<file path="src/hw/rtl/mbe_pkg.sv">
package mbe_pkg;

   localparam int COORD_WIDTH = 12;
   localparam int FRACTION_BITS = 40;
   localparam int VAL_WIDTH = 48;
   localparam int STEP_WIDTH = 41;
   localparam int COUNT_WIDTH = 16;
   localparam int PROD_WIDTH = COORD_WIDTH + STEP_WIDTH;

   localparam logic signed [VAL_WIDTH-1:0] VAL_MAX = 48'sh7FFF_FFFF_FFFF;
   localparam logic signed [VAL_WIDTH-1:0] VAL_MIN = 48'sh8000_0000_0000;
   localparam logic [VAL_WIDTH:0] FOUR = 49'(64'd4 << FRACTION_BITS);

   localparam logic [VAL_WIDTH-1:0] RESET_ORIGIN_X = 48'(-64'sd817700076262);
   localparam logic [VAL_WIDTH-1:0] RESET_ORIGIN_Y = 48'd144889138709;
   localparam logic [STEP_WIDTH-1:0] RESET_PIXEL_STEP = 41'd107374;
   localparam logic [COUNT_WIDTH-1:0] RESET_MAX_ITERATIONS = 16'd2000;

   localparam logic [1:0] REG_ORIGIN_X = 2'd0;
   localparam logic [1:0] REG_ORIGIN_Y = 2'd1;
   localparam logic [1:0] REG_PIXEL_STEP = 2'd2;
   localparam logic [1:0] REG_MAX_ITERATIONS = 2'd3;

   typedef struct packed {
      logic signed [VAL_WIDTH-1:0] origin_x;
      logic signed [VAL_WIDTH-1:0] origin_y;
      logic [STEP_WIDTH-1:0] pixel_step;
      logic [COUNT_WIDTH-1:0] max_iterations;
   } cfg_type;

   typedef struct packed {
      logic valid;
      logic hold;
      logic [1:0] tag;
      logic [COUNT_WIDTH-1:0] count;
   } ctl_type;

   typedef struct packed {
      logic signed [VAL_WIDTH-1:0] cx;
      logic signed [VAL_WIDTH-1:0] cy;
      logic [VAL_WIDTH-1:0] x2;
      logic [VAL_WIDTH-1:0] y2;
      logic [VAL_WIDTH-1:0] w;
   } pay_type;

   function automatic logic signed [VAL_WIDTH-1:0] sat48(input logic signed [55:0] v);
      logic signed [VAL_WIDTH-1:0] r;
      if (v > 56'(VAL_MAX)) begin
         r = VAL_MAX;
      end else if (v < 56'(VAL_MIN)) begin
         r = VAL_MIN;
      end else begin
         r = v[VAL_WIDTH-1:0];
      end
      return r;
   endfunction

   function automatic logic [VAL_WIDTH-1:0] mag48(input logic signed [VAL_WIDTH-1:0] s);
      logic [VAL_WIDTH-1:0] r;
      r = s[VAL_WIDTH-1] ? (~s + 48'd1) : s;
      return r;
   endfunction

endpackage

</file>
<file path="src/hw/rtl/mbe_square.sv">
module mbe_square (
   input  logic clock,
   input  logic [mbe_pkg::VAL_WIDTH-1:0] mag,
   output logic [mbe_pkg::VAL_WIDTH-1:0] sq
);

   logic [63:0] p0_ff, p0_in;
   logic [47:0] mid_ff, mid_in;
   logic [31:0] p2_ff, p2_in;
   logic [95:0] full;
   logic [95:0] shifted;

   always_comb begin
      p0_in = 64'(mag[31:0]) * 64'(mag[31:0]);
      mid_in = 48'(mag[31:0]) * 48'(mag[47:32]);
      p2_in = 32'(mag[47:32]) * 32'(mag[47:32]);
      full = {p2_ff, 64'd0} + (96'(mid_ff) << 33) + 96'(p0_ff);
      shifted = full >> mbe_pkg::FRACTION_BITS;
      if (shifted > 96'(mbe_pkg::VAL_MAX)) begin
         sq = mbe_pkg::VAL_MAX;
      end else begin
         sq = shifted[mbe_pkg::VAL_WIDTH-1:0];
      end
   end

   always_ff @(posedge clock) begin
      p0_ff <= p0_in;
      mid_ff <= mid_in;
      p2_ff <= p2_in;
   end

endmodule

</file>
<file path="config.mk">
export PLATFORM = sky130hd
export DESIGN_NAME = mbe_square
export DESIGN_NICKNAME = d
export VERILOG_FILES = /design/src/hw/rtl/mbe_pkg.sv /design/src/hw/rtl/mbe_square.sv
export SDC_FILE = /design/constraint.sdc
export NUM_CORES = 2
export LEC_CHECK = 0
export BUFFER_PORTS_ARGS = -buffer_cell sky130_fd_sc_hd__buf_2
export CAP_MARGIN = 0
export CORE_MARGIN = 2
export CORE_UTILIZATION = 30
export DETAILED_ROUTE_END_ITERATION = 7
export GPL_TIMING_DRIVEN = 1
export PLACE_DENSITY = 0.43
export SLEW_MARGIN = 10
export SYNTH_ARGS = -nofsm -noshare
export SYNTH_HDL_FRONTEND = slang
export SYNTH_SLANG_ARGS = --single-unit
</file>
<file path="constraint.sdc">
create_clock -name clock -period 11.6 [get_ports clock]
set_clock_uncertainty 0.05 [all_clocks]
set_input_delay 2.9 -clock clock [delete_from_list [all_inputs] [get_ports clock]]
set_output_delay 2.9 -clock clock [all_outputs]
set_load 0.02 [all_outputs]
</file>
==> metrics.md <==
| Metric | Value |
|---|---|
| Status | completed |
| Die height | approximately 440 µm |
| Syn Nets | a little over 8000 |
| Initial Utilization | between 30% and 40% |
| Final setup TNS | 0 ns |
| Mapped Area | 56500 µm² |
| Tot GR Track Use | 19.2% |
| Number of synthesis warnings | 0 |
| Hold worst-path end | p2_ff[0] |
| IO Count | 97 |
| Row count | 159 |
| Crit path time final | roughly 11 ns |
| Critical path launch point type | input port |
| GR Layer Usage met1 | ~25% |
| Max Clock Freq | 90.7 MHz |
| DRC | 0 |
| Max stage delay on crit path | 0.65 ns |
| Gr busiest metal | met2 |
| Min-delay src | mag[32] |
| DIE AREA | around 190000 µm² |
| Avg Cell Area, Syn | roughly 9.1 µm² |
| Endpoint type of the worst setup path | flop |
| ANT nets after route | 0 |
| # resized after CTS | 0 |
| Max cap viols | 0 |
| Hold Crit Depth | 2 |
| Final setup viols | 0 |
| Worst path depth | 26 |
| Slew headroom | ~29% |
| Count leader, synth | inv_1 |
| Vias in the first global route | between 40000 and 50000 |
| Cell variety after synth | 89 |
| Initial DRC count | roughly 2000 |
| WS Path Type | in -> reg |
| Layout area overhead | 6.91% |
| CP max FO | 22 |
| Fin crit share | 95.1% |
| Clock H-tree levels | 3 |
| DR WL/cell | 20.3 µm |
| CTS tree | yes |
| Initial antenna violation count | 9 |
| Seq cells post-synth | between 100 and 150 |
| EDFF count, synth | 0 |
| RSZ-0062 raised after global routing | no |
| Max Slew Vio Count | 0 |
| Clock-pin slew on the worst setup and hold paths | approximately 0.080 ns |
| CP required | approximately 12 ns |
| Post-synthesis sequential area ratio | about 4% |
| Synth Instances | roughly 6200 |
| Core box area | 187000 µm² |
| DRT Wirelength | 177000 µm |
| FFs w/ async S/R, synth | 0% |
| TritonRoute pass-1 iters | 5 |
| Clock Tree Buf Depth | 2 |
| Commonest cells post-synth | 1630 x inv_1, 1373 x fa_1, 751 x nand2_1, 564 x ha_1, 381 x and2_1 |
| CP arrival | about 11 ns |
| Hold WC Path Type | in -> reg |
| CTS Sinks | 110 |
| CP bufs+invs | 6 |
| Root buffer cell | clkbuf_16 |
| Vias | 39800 |
| Layout cells sized above 1 | 5.53% |
| Synth top area cells | fa_1 49%, ha_1 12%, inv_1 11%, nand2_1 5.0%, and2_1 4.2% |
| CTS Hold Bufs | 0 |
| Die Wd | roughly 440 µm |
| Via density | 4.58 |
| Post-CTS Setup Inserts | 0 |
| Least-Margin Pin Slew | about 1.1 ns |
| Port bufs | 95 |
| Met2 Resource Use GR | between 30% and 40% |
| Synth area leader | fa_1 |
| Primary FF master, synth | dfxtp_1 |
| First-pass GRT wire length | between 200000 and 300000 µm |
| Slowest stage cell, crit path | buf_2 |
| TritonCTS Buffers | 9 |
| CP delay by family, top | adder cells |
| HPWL after DPL | about 150000 µm |
| Share of the synthesized area in the top cell type | between 40% and 50% |
| GPL Wtd Cong | 0.872 |
| Final Hold Fails | 0 |
| Nets | between 8000 and 9000 |
| Critical Path Most Common Cell | fa_1 |
| M3 GR Usage | 1.39% |
| Global route overflow | 0 |
| Largest net degree at the start of global routing | between 40 and 50 |
## per-stage QoR
stage                     hold slack (ns)  worst slack (ns)  std cells  util, %  cell area, µm²
after floorplan                      2.88              1.33       6203        -           56500
after global placement               3.49             0.187       8668     32.0           60100
after detailed placement             3.49             0.231       8668     32.0           60100
after CTS                            3.07             0.654       8684     32.2           60300
after global routing                 3.09             0.264       8685     32.2           60300
final                                3.10             0.569       8691     32.2           60400
## registers in the layout, summed over array words and instances, names as in the netlist
register  flops
p0_ff        31
mid_ff       48
p2_ff        31
## cell usage in the layout, fill, tap and decap left out, drive strengths merged, types with 29 or more instances in the layout
master,synthesis,layout
nor2,193,193
and2,382,382
a31oi,29,29
nand2,792,792
xnor2,116,116
ha,564,564
inv,1633,1637
dfxtp,110,110
fa,1373,1373
o21ai,82,82
and3,29,29
a21oi,161,161
a21o,89,89
buf,20,228
xor2,77,77
## cell type report
class | instances | area [µm²]
clock inverters | 7 | 62.6
diodes | 7 | 17.5
fillers | 19900 | 127000
flip-flops and latches | 110 | 2200
repair buffers | 228 | 1520
clock buffers | 9 | 225
well taps | 2495 | 3120
inverters | 1643 | 6170
multi-input cells | 4192 | 47000
## how the worst max path moves through the flow
stage	start	end	slack, ns
finish	mag[13]	p0_ff[51]	0.57
floorplan	mag[2]	p0_ff[58]	1.33
global route	mag[13]	p0_ff[51]	0.26
detailed placement	mag[13]	p0_ff[51]	0.23
CTS	mag[13]	p0_ff[51]	0.65
global placement	mag[13]	p0_ff[51]	0.19
## kinds of logic after synthesis
logic type	Yosys count	synth area share (%)
buffers and inverters	1901	12.8
XOR/XNOR	193	2.99
adder cells (fa/ha/maj)	1937	61.2
flip-flops	110	3.90
AND/OR/NAND/NOR	1544	13.0
AO/OA/AOI/OAI	511	6.06
other	1	0.00664
multiplexers	6	0.111
## layer usage
metal / wire length, µm / part of all wire, % / vias to the layer above
met5: 22 / 0.012 / -
met3: 5070 / 2.9 / 133
met2: 91200 / 52 / 609
met1: 77100 / 44 / 20800
li1: - / - / 18200
met4: 3470 / 2.0 / 4
Power is left out: the tool's default activity adds up to more than one toggle a clock period on the data nets, which glitch-free logic cannot reach.
