$ cat config.mk
export PLATFORM = sky130hd
export DESIGN_NAME = mbe_coord
export DESIGN_NICKNAME = d
export VERILOG_FILES = /design/src/hw/rtl/mbe_pkg.sv /design/src/hw/rtl/mbe_coord.sv
export SDC_FILE = /design/constraint.sdc
export NUM_CORES = 2
export LEC_CHECK = 0
export ABC_AREA = 1
export ABC_CLOCK_PERIOD_IN_PS = 8000
export BUFFER_PORTS_ARGS = -buffer_cell sky130_fd_sc_hd__buf_2
export CAP_MARGIN = 5
export CORE_MARGIN = 1.5
export CORE_UTILIZATION = 40
export DETAILED_ROUTE_END_ITERATION = 12
export PLACE_DENSITY_LB_ADDON = 0.12
export SYNTH_ARGS = -nofsm -noshare
export SYNTH_HDL_FRONTEND = slang
export SYNTH_SLANG_ARGS = --single-unit
$ cat constraint.sdc
create_clock -name clock -period 8 [get_ports clock]
set_input_delay 0.8 -clock clock [delete_from_list [all_inputs] [get_ports clock]]
set_output_delay 0.8 -clock clock [all_outputs]
set_load 0.1 [all_outputs]
$ cat src/hw/rtl/mbe_pkg.sv
package mbe_pkg;

   localparam int COORD_WIDTH = 12;
   localparam int FRACTION_BITS = 40;
   localparam int VAL_WIDTH = 48;
   localparam int STEP_WIDTH = 41;
   localparam int COUNT_WIDTH = 16;
   localparam int PROD_WIDTH = COORD_WIDTH + STEP_WIDTH;

   localparam logic signed [VAL_WIDTH-1:0] VAL_MAX = 48'sh7FFF_FFFF_FFFF;
   localparam logic signed [VAL_WIDTH-1:0] VAL_MIN = 48'sh8000_0000_0000;
   localparam logic [VAL_WIDTH:0] FOUR = 49'(64'd4 << FRACTION_BITS);

   localparam logic [VAL_WIDTH-1:0] RESET_ORIGIN_X = 48'(-64'sd817700076262);
   localparam logic [VAL_WIDTH-1:0] RESET_ORIGIN_Y = 48'd144889138709;
   localparam logic [STEP_WIDTH-1:0] RESET_PIXEL_STEP = 41'd107374;
   localparam logic [COUNT_WIDTH-1:0] RESET_MAX_ITERATIONS = 16'd2000;

   localparam logic [1:0] REG_ORIGIN_X = 2'd0;
   localparam logic [1:0] REG_ORIGIN_Y = 2'd1;
   localparam logic [1:0] REG_PIXEL_STEP = 2'd2;
   localparam logic [1:0] REG_MAX_ITERATIONS = 2'd3;

   typedef struct packed {
      logic signed [VAL_WIDTH-1:0] origin_x;
      logic signed [VAL_WIDTH-1:0] origin_y;
      logic [STEP_WIDTH-1:0] pixel_step;
      logic [COUNT_WIDTH-1:0] max_iterations;
   } cfg_type;

   typedef struct packed {
      logic valid;
      logic hold;
      logic [1:0] tag;
      logic [COUNT_WIDTH-1:0] count;
   } ctl_type;

   typedef struct packed {
      logic signed [VAL_WIDTH-1:0] cx;
      logic signed [VAL_WIDTH-1:0] cy;
      logic [VAL_WIDTH-1:0] x2;
      logic [VAL_WIDTH-1:0] y2;
      logic [VAL_WIDTH-1:0] w;
   } pay_type;

   function automatic logic signed [VAL_WIDTH-1:0] sat48(input logic signed [55:0] v);
      logic signed [VAL_WIDTH-1:0] r;
      if (v > 56'(VAL_MAX)) begin
         r = VAL_MAX;
      end else if (v < 56'(VAL_MIN)) begin
         r = VAL_MIN;
      end else begin
         r = v[VAL_WIDTH-1:0];
      end
      return r;
   endfunction

   function automatic logic [VAL_WIDTH-1:0] mag48(input logic signed [VAL_WIDTH-1:0] s);
      logic [VAL_WIDTH-1:0] r;
      r = s[VAL_WIDTH-1] ? (~s + 48'd1) : s;
      return r;
   endfunction

endpackage

$ cat src/hw/rtl/mbe_coord.sv
module mbe_coord (
   input  logic clock,
   input  logic reset,
   input  mbe_pkg::cfg_type cfg,
   input  logic in_valid,
   output logic in_ready,
   input  logic [mbe_pkg::COORD_WIDTH-1:0] in_column,
   input  logic [mbe_pkg::COORD_WIDTH-1:0] in_row,
   output logic out_valid,
   input  logic out_take,
   output logic signed [mbe_pkg::VAL_WIDTH-1:0] out_cx,
   output logic signed [mbe_pkg::VAL_WIDTH-1:0] out_cy
);

   localparam int PW = mbe_pkg::PROD_WIDTH;

   logic a_valid_ff, b_valid_ff;
   logic [PW-1:0] px_ff, py_ff, px_in, py_in;
   logic signed [mbe_pkg::VAL_WIDTH-1:0] cx_ff, cy_ff, cx_in, cy_in;
   logic a_adv, b_adv;

   assign b_adv = !b_valid_ff || out_take;
   assign a_adv = !a_valid_ff || b_adv;
   assign in_ready = a_adv;
   assign out_valid = b_valid_ff;
   assign out_cx = cx_ff;
   assign out_cy = cy_ff;

   always_comb begin
      px_in = PW'(in_column) * PW'(cfg.pixel_step);
      py_in = PW'(in_row) * PW'(cfg.pixel_step);
      cx_in = mbe_pkg::sat48(56'(cfg.origin_x) + $signed(56'(px_ff)));
      cy_in = mbe_pkg::sat48(56'(cfg.origin_y) + $signed(56'(py_ff)));
   end

   always_ff @(posedge clock) begin
      if (reset) begin
         a_valid_ff <= 1'b0;
         b_valid_ff <= 1'b0;
      end else begin
         if (a_adv) begin
            a_valid_ff <= in_valid;
         end
         if (b_adv) begin
            b_valid_ff <= a_valid_ff;
         end
      end
      if (a_adv) begin
         px_ff <= px_in;
         py_ff <= py_in;
      end
      if (b_adv) begin
         cx_ff <= cx_in;
         cy_ff <= cy_in;
      end
   end

endmodule

==> impl_metrics.ini <==
[synth]
netlist_area_um2 = 46500
ys.flop_type = edfxtp_1
syn_nets = 7547
syn-instance-count = 6294
async_flop_share_pct = 0
synth_seq_cells = 204
synth_area_leaders = fa_1 34%, nand2_1 17%, edfxtp_1 13%, inv_1 13%, ha_1 7.8%
yosysMostFrequentCell = nand2_1
yosysUniqueCellTypes = 44
synth_fa_ha_area_share_pct = 41.4
ys_seq_area_share_pct = 13.1
synthMuxAreaShare_pct = 0
synth_top_area_share_pct = 33.6
synthSimpleGateAreaFrac_pct = 22.0
yosysWarnings = 0
syn_avg_cell_area_um2 = 7.39
synth-compound-area-share_pct = 5.36
synth_xor_xnor_area_share_pct = 3.44
synth-edff-count = 202
yosys-top-cells-count = 2,067 x nand2_1, 1,555 x inv_1, 782 x fa_1
synth_top_area_cell = fa_1
synth_top_family_by_area = adder cells

[final_layout]
fin_util_pct = 43.4
fillCellCount = 12143
syn_to_final_growth_pct = 7.17
nets = 7656
layout-drive-gt1-share_pct = 6.06

[clocking]
clockBufferDepth = 3
h-tree-depth = 1
cts_buffers = 20
clock_latency_ns = 0.54
cts_tree = done
cts_resized = 0
cts-root-buf = clkbuf_16
hold_buffers = 0
post_cts_buffers = 0
clk_pin_slew_ns = 0.06
cts.sinks = 204

[sta]
final-setup-viol-count = 0
tns_ns = 0
skew_ns = 0.0109
min_period_ns = 6.50
period_share_pct = 81.2
slew_headroom_pct = 23.1
fmax_ghz = 0.154
rsz0062_at_grt = false
tightest_slew_ns = 1.15
hold_viol_final = 0
slew_viol_final = 0

[outcome]
outcome = complete, no violations

[floorplanning]
start_util_pct = 40.5
core_region_area_um2 = 115000
rows = 124
io-pin-count = 279
fp.dieH_um = 344
die_w_um = 344
dieArea_um2 = 118000

[global_routing]
grt_max_degree = 98
gr-total-overflow = 0
track_usage_pct = 24.4
grt_pass1_vias = 39571
grt_first_pass_wirelength_um = 224000
antenna_found_initial = 10

[place]
dpl.hpwl_um = 117000
place_congestion = 0.938
port_buffers = 262

[worst_hold_path]
hold_path_startpoint = reset
holdPathEnd = out_valid$_SDFFE_PP0P_
min_path_cells = 2
hp-class = primary input to flop

[setup_path]
r2r-start = py_ff[0]$_DFFE_PP_
path_max_fanout = 31
crit_arrival_ns = 6.74
rr_endpoint = out_cy[18]$_SDFFCE_PN1P_
end_kind = flop
rr_worst_depth = 15
rrSetupSlack_ns = 4.36
setup.worst_path.class = primary input to flop
cp_slowest_cell = buf_2
slowest_delay_ns = 0.67
cp-start-kind = primary input
crit_chain = buf_2, buf_4, nand2_1, fa_1, inv_1, fa_1, fa_1, fa_1, inv_1, fa_1, inv_1, ha_1, nand2_1, nor2_1, inv_1, nor4_1, nand3_1, nand3_1, xor2_1
critical_path_required_ns = 8.25
cpMostUsedCell = fa_1

[routing]
wl_um = 142000
ant_nets = 0
drc_errors = 0
wl_per_cell_um = 17.9
vias = 38718
dr.pass1.iters = 5
drtIter0Drc = 2232
viasPerCell = 4.88

[job]
cap_violations = 0
-- through the flow --
step | std cells | instance area, µm² | setup slack [ns] | hold WS, ns
after floorplan | 6294 | 46500 | 2.10 | 0.424
after global placement | 7893 | 49200 | 1.06 | 0.469
after detailed placement | 7893 | 49200 | 1.01 | 0.479
after CTS | 7928 | 49900 | 1.58 | 0.390
after global routing | 7929 | 49900 | 1.22 | 0.417
final | 7929 | 49900 | 1.50 | 0.422
-- kinds of logic (layout without fill, tap and decap cells) --
| family | Yosys count | in the layout |
|---|---|---|
| compound gates | 447 | 447 |
| buf+inv | 1784 | 1906 |
| simple gates | 2604 | 2604 |
| xor+xnor | 183 | 183 |
| other cells | 0 | 1 |
| flops | 204 | 204 |
| fa+ha+maj | 1072 | 1072 |
-- layout make-up --
class / instances / area, µm² / share of cell area (%)
clock buffers: 24 / 537 / 1.08
multi-input cells: 4306 / 33700 / 67.5
repair buffers: 309 / 1690 / 3.39
diodes: 1 / 2.50 / 0.00502
well taps: 1512 / 1890 / 3.79
flip-flops and latches: 204 / 6110 / 12.2
clock inverters: 11 / 129 / 0.258
inverters: 1562 / 5860 / 11.8
-- worst max-delay path by stage --
stage                                 startpoint                  end  slack [ns]  cells past startpoint
after floorplan           out_valid$_SDFFE_PP0P_   px_ff[0]$_DFFE_PP_        2.10                      1
after CTS                           in_column[6]  px_ff[44]$_DFFE_PP_        1.58                     19
after global placement              in_column[6]  px_ff[44]$_DFFE_PP_        1.06                     19
after detailed placement            in_column[6]  px_ff[44]$_DFFE_PP_        1.01                     19
final                               in_column[6]  px_ff[44]$_DFFE_PP_        1.50                     19
after global routing                in_column[6]  px_ff[44]$_DFFE_PP_        1.22                     19
-- state kept, by name (all words and copies together) (netlist names) --
signal and count:
out_valid 1, out_cx 48, a_valid_ff 1, px_ff 53, out_cy 48, py_ff 53
-- layer usage --
metal,up-vias,GRT usage (%),part of all wire (%)
met3,128,2.06,5.0
met5,-,0,0.053
met4,12,5.60,2.3
li1,18642,-,-
met2,968,38.5,44
met1,18968,36.4,49
-- placed cells by master (no fill, tap or decap), types with 4 or more instances in the layout --
cell type,Yosys,routed
nand2_1,2067,2066
inv_1,1555,1555
fa_1,782,782
nor2_1,311,311
ha_1,290,290
buf_2,4,262
a21oi_1,225,225
edfxtp_1,202,202
xor2_1,116,116
nand3_1,108,107
o21ai_0,98,98
xnor2_1,67,67
buf_4,2,45
a31oi_1,40,40
nor3_1,28,28
o21bai_1,25,25
a21o_1,23,23
clkbuf_16,0,21
nand4_1,18,18
nor2_2,15,15
a21boi_0,11,11
and3_1,9,9
nor4_1,9,9
nand3_2,9,9
and2_1,8,8
inv_2,7,7
o21a_1,6,6
nand2_2,6,6
o211ai_1,5,5
nor3_2,5,5
nand3b_1,4,4
-- critical path, delay by kind of cell --
family / cells / cell delay (ns)
and+or+nand+nor: 6 / 1.10
xor gates and xnor gates: 1 / 0.59
adders and majority gates: 6 / 2.96
buffers and inverters: 6 / 1.25
Power is left out: the tool's default activity adds up to more than one toggle a clock period on the data nets, which glitch-free logic cannot reach.
