`src/hw/rtl/mbe_pkg.sv`:
```
package mbe_pkg;

   localparam int COORD_WIDTH = 12;
   localparam int FRACTION_BITS = 40;
   localparam int VAL_WIDTH = 48;
   localparam int STEP_WIDTH = 41;
   localparam int COUNT_WIDTH = 16;
   localparam int PROD_WIDTH = COORD_WIDTH + STEP_WIDTH;

   localparam logic signed [VAL_WIDTH-1:0] VAL_MAX = 48'sh7FFF_FFFF_FFFF;
   localparam logic signed [VAL_WIDTH-1:0] VAL_MIN = 48'sh8000_0000_0000;
   localparam logic [VAL_WIDTH:0] FOUR = 49'(64'd4 << FRACTION_BITS);

   localparam logic [VAL_WIDTH-1:0] RESET_ORIGIN_X = 48'(-64'sd817700076262);
   localparam logic [VAL_WIDTH-1:0] RESET_ORIGIN_Y = 48'd144889138709;
   localparam logic [STEP_WIDTH-1:0] RESET_PIXEL_STEP = 41'd107374;
   localparam logic [COUNT_WIDTH-1:0] RESET_MAX_ITERATIONS = 16'd2000;

   localparam logic [1:0] REG_ORIGIN_X = 2'd0;
   localparam logic [1:0] REG_ORIGIN_Y = 2'd1;
   localparam logic [1:0] REG_PIXEL_STEP = 2'd2;
   localparam logic [1:0] REG_MAX_ITERATIONS = 2'd3;

   typedef struct packed {
      logic signed [VAL_WIDTH-1:0] origin_x;
      logic signed [VAL_WIDTH-1:0] origin_y;
      logic [STEP_WIDTH-1:0] pixel_step;
      logic [COUNT_WIDTH-1:0] max_iterations;
   } cfg_type;

   typedef struct packed {
      logic valid;
      logic hold;
      logic [1:0] tag;
      logic [COUNT_WIDTH-1:0] count;
   } ctl_type;

   typedef struct packed {
      logic signed [VAL_WIDTH-1:0] cx;
      logic signed [VAL_WIDTH-1:0] cy;
      logic [VAL_WIDTH-1:0] x2;
      logic [VAL_WIDTH-1:0] y2;
      logic [VAL_WIDTH-1:0] w;
   } pay_type;

   function automatic logic signed [VAL_WIDTH-1:0] sat48(input logic signed [55:0] v);
      logic signed [VAL_WIDTH-1:0] r;
      if (v > 56'(VAL_MAX)) begin
         r = VAL_MAX;
      end else if (v < 56'(VAL_MIN)) begin
         r = VAL_MIN;
      end else begin
         r = v[VAL_WIDTH-1:0];
      end
      return r;
   endfunction

   function automatic logic [VAL_WIDTH-1:0] mag48(input logic signed [VAL_WIDTH-1:0] s);
      logic [VAL_WIDTH-1:0] r;
      r = s[VAL_WIDTH-1] ? (~s + 48'd1) : s;
      return r;
   endfunction

endpackage

```
`src/hw/rtl/mbe_csr.sv`:
```
module mbe_csr (
   input  logic clock,
   input  logic reset,
   input  logic csr_psel,
   input  logic csr_penable,
   input  logic csr_pwrite,
   input  logic [4:0] csr_paddr,
   input  logic [63:0] csr_pwdata,
   output logic [63:0] csr_prdata,
   output logic csr_pready,
   output mbe_pkg::cfg_type cfg
);

   mbe_pkg::cfg_type cfg_ff, cfg_in;
   logic [1:0] sel;

   assign sel = csr_paddr[4:3];
   assign csr_pready = 1'b1;
   assign cfg = cfg_ff;

   always_comb begin
      cfg_in = cfg_ff;
      if (csr_psel && csr_penable && csr_pwrite) begin
         case (sel)
            mbe_pkg::REG_ORIGIN_X: cfg_in.origin_x = csr_pwdata[47:0];
            mbe_pkg::REG_ORIGIN_Y: cfg_in.origin_y = csr_pwdata[47:0];
            mbe_pkg::REG_PIXEL_STEP: cfg_in.pixel_step = csr_pwdata[40:0];
            mbe_pkg::REG_MAX_ITERATIONS: cfg_in.max_iterations = csr_pwdata[15:0];
            default: cfg_in = cfg_ff;
         endcase
      end
   end

   always_comb begin
      case (sel)
         mbe_pkg::REG_ORIGIN_X: csr_prdata = {16'd0, cfg_ff.origin_x};
         mbe_pkg::REG_ORIGIN_Y: csr_prdata = {16'd0, cfg_ff.origin_y};
         mbe_pkg::REG_PIXEL_STEP: csr_prdata = {23'd0, cfg_ff.pixel_step};
         mbe_pkg::REG_MAX_ITERATIONS: csr_prdata = {48'd0, cfg_ff.max_iterations};
         default: csr_prdata = 64'd0;
      endcase
   end

   always_ff @(posedge clock) begin
      if (reset) begin
         cfg_ff.origin_x <= mbe_pkg::RESET_ORIGIN_X;
         cfg_ff.origin_y <= mbe_pkg::RESET_ORIGIN_Y;
         cfg_ff.pixel_step <= mbe_pkg::RESET_PIXEL_STEP;
         cfg_ff.max_iterations <= mbe_pkg::RESET_MAX_ITERATIONS;
      end else begin
         cfg_ff <= cfg_in;
      end
   end

endmodule

```
`config.mk`:
```
export PLATFORM = sky130hd
export DESIGN_NAME = mbe_csr
export DESIGN_NICKNAME = d
export VERILOG_FILES = /design/src/hw/rtl/mbe_pkg.sv /design/src/hw/rtl/mbe_csr.sv
export SDC_FILE = /design/constraint.sdc
export NUM_CORES = 1
export LEC_CHECK = 0
export BUFFER_PORTS_ARGS = -buffer_cell sky130_fd_sc_hd__buf_2
export CORE_ASPECT_RATIO = 1.5
export CORE_MARGIN = 4
export CORE_UTILIZATION = 44
export CTS_CLUSTER_DIAMETER = 80
export CTS_CLUSTER_SIZE = 40
export DETAILED_ROUTE_END_ITERATION = 10
export GPL_ROUTABILITY_DRIVEN = 0
export PLACE_DENSITY_LB_ADDON = 0.12
export SKIP_LAST_GASP = 1
export SYNTH_ARGS = -nofsm -noshare
export SYNTH_HDL_FRONTEND = slang
export SYNTH_SLANG_ARGS = --single-unit
```
`constraint.sdc`:
```
create_clock -name clock -period 0.9 [get_ports clock]
set_input_delay 0 -clock clock [delete_from_list [all_inputs] [get_ports clock]]
set_output_delay 0 -clock clock [all_outputs]
set_load 0.01 [all_outputs]
```
==> key figures, run 1 <==
Outcome
  • Status: complete, but fails checks
  • Failing checks: setup timing

Global route
  • Initial antenna violation count: 0
  • Total GRT Usage: 26.2%
  • Largest net degree at the start of global routing: 54
  • Vias in the first global route: 7554
  • Overflow after GRT: 0
  • First-pass GRT wire length: 39900 um

Clocking
  • Clock latency on the worst-skew pair: 0.41 ns
  • Clock-pin slew on the worst setup and hold paths: 0.07 ns
  • Root buffer cell: clkbuf_16
  • Cts bufs inserted: 17
  • CTS Buffer Depth: 2
  • Clock tree sinks: 153
  • CTS tree: built
  • H-tree level count: 4

Critical path
  • FF-to-FF End: cfg[10]$_SDFFE_PP1P_
  • WS Path Type: flop to output pin
  • Cell family with most CP delay: multiplexers
  • Worst r2r path cells: 5
  • Slowest CP cell: mux4_2
  • Arr. time, crit path: 1.42 ns
  • Flop2flop setup slack: -0.09 ns
  • CP Capture Type: output pin
  • CP peak stage delay: 0.52 ns
  • Launching element type of the critical path: flop
  • CP Max Fanout: 2
  • Buf+Inv Stages, Crit Path: 1
  • Critical Path RT: 0.90 ns
  • Reg-to-reg startpoint: cfg[10]$_SDFFE_PP1P_
  • Crit path cell chain: mux4_2 > buf_6

Floorplan
  • Row cnt: 57
  • Die width: 114 um
  • Die area: 19000 um^2
  • CORE AREA: 16400 um^2
  • Top Ports: 292
  • Effective utilization at floorplan: 45.2%
  • Die H: 167 um

Route
  • Mean number of vias per cell: 5.05
  • Starting DRT DRC Count: 426
  • Pre-Repair DR Iteration Count: 5
  • Drt drc: 0
  • Post-route ant nets: 0
  • Post-detailed-route wirelength per cell: 19.0 um
  • DR vias: 7208
  • Final WL: 27100 um

Worst hold path
  • Min-Delay Path Class: input port to flop
  • HP Start: reset
  • Hold Path Stages: 3
  • Hold worst-path end: cfg[114]$_SDFFE_PP0P_

Final layout
  • Final instance area: 13100 um^2
  • Fin cells: 1428
  • Multi-input gate area: 3880 um^2
  • Register Area: 3270 um^2
  • ANT cells: 0
  • Largest register FFs: 153
  • Layout cells sized above 1: 55.6%
  • Nets: 1283
  • Filler cells: 987
  • Core Util, Final: 79.6%
  • Area delta synth->final: 76.0%

Timing
  • Setup violators final: 169
  • Hold Vio Cnt, Final: 0
  • Final worst slack: -0.516 ns
  • Min Tclk post-route: 1.42 ns
  • Fin crit share: 157%
  • FMAX: 0.706 GHz
  • Fin. max-slew vios: 0
  • Final Skew: 0 ns
  • Unrepaired setup endpoints after global routing: true

Synthesis
  • Seq/Total Area, Yosys: 41.3%
  • Commonest register cell after synthesis: dfxtp_1
  • Async SR Flop Fraction: 0%
  • Post-synthesis register bit count: 153
  • Syn. warnings: 0
  • EDFF count, synth: 0
  • Mapped Area: 7410 um^2
  • Avg Synthesized Cell Area: 10.0 um^2
  • Post-synth cell types: 26
  • Post-Syn Instances: 738

Pwr
  • Switching part of the total power: 25.9%
  • Combinational share of power: 13.2%
  • P_int: 12200 uW
  • Leakage: 0.00605 uW
  • Clk pwr share: 44.8%
  • NetSw: 4280 uW
  • Pwr Total: 16500 uW
  • P per Cell Area: 1260 nW/um^2
  • Peak supply drop: 0.00116 V
  • Flop pwr share: 42.0%

Place
  • Detailed placement HPWL: 15800 um
  • Placed insts: 1242
  • Port bufs: 255
  • Area after DPL: 9450 um^2
  • Worst slack, placed: -0.360 ns

Run
  • Max Cap Violations: 0
synth_stat cells, types with 2 or more instances:
master,count,area [um^2]
a21bo_1,5,50.1
a21bo_2,2,20.0
a21oi_1,7,35.0
buf_2,16,80.1
buf_4,22,165
buf_6,19,214
buf_8,2,30.0
clkbuf_1,18,67.6
conb_1,2,7.51
dfxtp_1,153,3060
mux2i_1,178,1780
mux4_2,16,360
nand2_1,25,93.8
nand2b_1,131,820
nand3_1,8,40.0
nor2_1,100,375
o21ai_0,25,125
cell families (layout without fill, tap and decap cells):
kind of cell           after synthesis  in the layout  synth area share, %
multiplexers                       194            194                 28.9
buffers and inverters               77            546                 7.51
other                                2             17                0.101
flip-flops                         153            153                 41.3
AO/OA/AOI/OAI                       39             39                 3.10
AND/OR/NAND/NOR                    273            273                 19.1
layer usage:
layer | track usage, % | share of wire, % | vias to the layer above
met5 | 0 | 0 | -
met2 | 47.8 | 54 | 266
li1 | - | - | 3394
met4 | 9.20 | 3.1 | 0
met3 | 4.75 | 4.7 | 61
met1 | 30.1 | 38 | 3487
worst min-delay path: stages:
cell and delay, ns:
buf_4 0.22, nand2b_1 0.15, mux2i_1 0.06
cell type report:
type                    count  share of cell area, %
well taps                 206                   1.98
repair buffers            514                   38.6
clock buffers              17                   3.26
clock inverters            15                   1.36
multi-input cells         523                   29.7
flip-flops and latches    153                   25.1
cell usage in the layout (no fill, tap or decap), types with 2 or more instances in the layout:
master / instances
dlygate4sd3_1: 48
conb_1: 17
nand2_1: 25
inv_8: 3
o21ai_1: 25
mux2i_2: 2
mux2i_1: 176
buf_4: 76
nand2b_1: 131
nor2_1: 98
buf_6: 287
buf_12: 16
mux4_2: 16
inv_6: 6
nor2_2: 2
a21bo_1: 5
clkinv_4: 3
nand3_1: 7
a21oi_1: 7
buf_2: 87
clkbuf_16: 17
bufinv_16: 2
a21bo_2: 2
dfxtp_2: 147
dfxtp_4: 6
how the worst max path moves through the flow:
| stage | to | startpoint | depth (start not counted) |
|---|---|---|---|
| floorplan | cfg[72]$_SDFFE_PP1P_ | csr_pwrite | 5 |
| global placement | cfg[148]$_SDFFE_PP1P_ | csr_pwrite | 6 |
| detailed placement | cfg[148]$_SDFFE_PP1P_ | csr_pwrite | 6 |
| CTS | csr_prdata[14] | cfg[14]$_SDFFE_PP0P_ | 2 |
| global route | csr_prdata[14] | cfg[14]$_SDFFE_PP0P_ | 2 |
| finish | csr_prdata[14] | cfg[14]$_SDFFE_PP0P_ | 2 |
timing repair:
| item | 4_1_cts | 5_1_grt |
|---|---|---|
| cloned | 0 | 0 |
| hold buffers | 48 | 0 |
| resized for setup | 422 | 112 |
| buffers inserted | 65 | 91 |
| hold endpoints to repair | 153 | 0 |
| pin swaps | 0 | 8 |
| endpoints found under the setup margin | 201 | 206 |
power groups by stage:
| stage | clock [uW] | combinational (uW) | sequential [uW] |
|---|---|---|---|
| 4_1_cts | 7480 | 2020 | 6940 |
| 3_3_place_gp | 0 | 1610 | 7070 |
| 2_1_floorplan | 0 | 977 | 7110 |
| 5_1_grt | 7790 | 2320 | 6940 |
| 6_report | 7400 | 2180 | 6930 |
| 3_5_place_dp | 0 | 1620 | 7070 |
stage by stage:
step	hold WS [ns]	TNS (ns)
after global placement	0.268	-37.01
final	0.0585	-23.46
after detailed placement	0.271	-42.83
after floorplan	0.147	0
after global routing	0.0684	-30.52
after CTS	0.0410	-22.09
Note: power is estimated with default switching activity, not from simulation.
==> inputs of run 2 (changes only) <==
==> constraint.sdc (replaced) <==
create_clock -name clock -period 0.9 [get_ports clock]
set_input_delay 0.135 -clock clock [delete_from_list [all_inputs] [get_ports clock]]
set_output_delay 0.135 -clock clock [all_outputs]
set_load 0.01 [all_outputs]
==> key figures, run 2 (synthesis gave the netlist of run 1 again) <==
Clocking
  • H-tree level count: 4
  • Cts bufs inserted: 17
  • Clock-pin slew on the worst setup and hold paths: 0.06 ns
  • Root buffer cell: clkbuf_16
  • CTS tree: built
  • Clock tree sinks: 153
  • CTS Buffer Depth: 2
  • Clock latency on the worst-skew pair: 0.42 ns

Critical path
  • CP Max Fanout: 2
  • Critical Path RT: 0.76 ns
  • Flop2flop setup slack: -0.12 ns
  • CP Capture Type: output pin
  • WS Path Type: flop to output pin
  • Worst r2r path cells: 4
  • Launching element type of the critical path: flop
  • Arr. time, crit path: 1.41 ns

Floorplan
  • Die width: 114 um
  • Top Ports: 292
  • Row cnt: 57
  • Die H: 167 um
  • CORE AREA: 16400 um^2
  • Die area: 19000 um^2
  • Effective utilization at floorplan: 45.2%

Outcome
  • Status: complete, but fails checks
  • Failing checks: setup timing

Timing
  • Final Skew: 0 ns
  • Fin crit share: 172%
  • Final worst slack: -0.648 ns
  • Unrepaired setup endpoints after global routing: true
  • FMAX: 0.646 GHz
  • Min Tclk post-route: 1.55 ns
  • Hold Vio Cnt, Final: 0
  • Fin. max-slew vios: 0
  • Setup violators final: 208
  • Hold WS: 0.0231 ns

Global route
  • Vias in the first global route: 7444
  • Total GRT Usage: 25.9%
  • Largest net degree at the start of global routing: 50
  • Met1 Usage GRT: 28.9%
  • GR peak layer: met2
  • Overflow after GRT: 0
  • First-pass GRT wire length: 39200 um
  • Initial antenna violation count: 2
  • Met3 Use GR: 5.63%
  • Met2 Resource Use GR: 47.2%

Route
  • Post-detailed-route wirelength per cell: 19.1 um
  • DR vias: 7185
  • Post-route ant nets: 0
  • Drt drc: 0
  • Final WL: 27200 um
  • Starting DRT DRC Count: 376
  • Mean number of vias per cell: 5.05
  • Pre-Repair DR Iteration Count: 4

Final layout
  • Area delta synth->final: 77.6%
  • Register Area: 3270 um^2
  • Core Util, Final: 80.3%
  • Filler cells: 980
  • Multi-input gate area: 3980 um^2
  • Nets: 1276
  • Layout cells sized above 1: 58.9%
  • Most frequent cells in the layout: buf_6, mux2i_1, dfxtp_2
  • Largest register FFs: 153
  • Commonest non-fill, non-tap cell in the layout: buf_6

Pwr
  • Leakage: 0.00608 uW
  • P per Cell Area: 1270 nW/um^2
  • Peak supply drop: 0.00114 V

Run
  • Max Cap Violations: 0

Worst hold path
  • Min-Delay Path Class: input port to flop
  • Hold Path Stages: 3

Place
  • Port bufs: 255
  • Detailed placement HPWL: 15600 um
-- run 2: changes by cell type in the layout (fill, tap and decap cells not counted), sizes merged --
cell / change
diode: +1
dlygate4sd3: -17
buf: +8
clkbuf: +4
clkinvlp: +4
bufinv: +1
inv: -7
-- run 2: path summary, 6_finish.rpt --
path                          from                    end
min reg2reg  cfg[141]$_SDFFE_PP0P_  cfg[141]$_SDFFE_PP0P_
min                 csr_pwdata[23]   cfg[80]$_SDFFE_PP0P_
max reg2reg  cfg[109]$_SDFFE_PP1P_  cfg[109]$_SDFFE_PP1P_
max           cfg[10]$_SDFFE_PP1P_         csr_prdata[10]
-- run 2: area by class of cell --
| class | instances | area share (%) |
|---|---|---|
| well taps | 206 | 1.96 |
| clock buffers | 19 | 3.44 |
| flip-flops and latches | 153 | 24.9 |
| multi-input cells | 523 | 30.2 |
| repair buffers | 507 | 38.2 |
| clock inverters | 13 | 1.28 |
| diodes | 1 | 0.0190 |
-- run 2: per-stage QoR --
stage                     setup WS, ns  cell area [um^2]  total power [uW]  TNS (ns)  std cells
after floorplan                 -0.153              7670              8160    -14.77        753
after global placement          -0.366              9800              8790    -58.25       1276
after detailed placement        -0.379              9800              8790    -59.55       1276
after CTS                       -0.618             12600             16600    -51.67       1375
after global routing            -0.676             13200             17300    -60.31       1422
final                           -0.648             13200             16700    -50.45       1422
-- run 2: where the power goes --
group          switching [uW]  internal, uW
clock                    2980          4540
sequential               75.6          6850
combinational            1050          1190
-- run 2: per-layer routing --
layer / wire, um / vias up
met5: 13 / -
met4: 782 / 2
met3: 1410 / 55
met2: 14800 / 259
met1: 10200 / 3494
li1: - / 3375
-- run 2: critical path, cell delays in order (launching register included) --
cell	delay, ns
dfxtp_2	0.33
mux4_2	0.52
buf_6	0.15
-- run 2: repair_timing --
| item | CTS | global route |
|---|---|---|
| endpoints found under the setup margin | 201 | 205 |
| setup buffers | 39 | 84 |
| gates resized for setup | 436 | 81 |
| gates cloned | 0 | 2 |
| pin swaps | 0 | 5 |
| hold buffers | 31 | 0 |
| hold endpoints to repair | 53 | 0 |
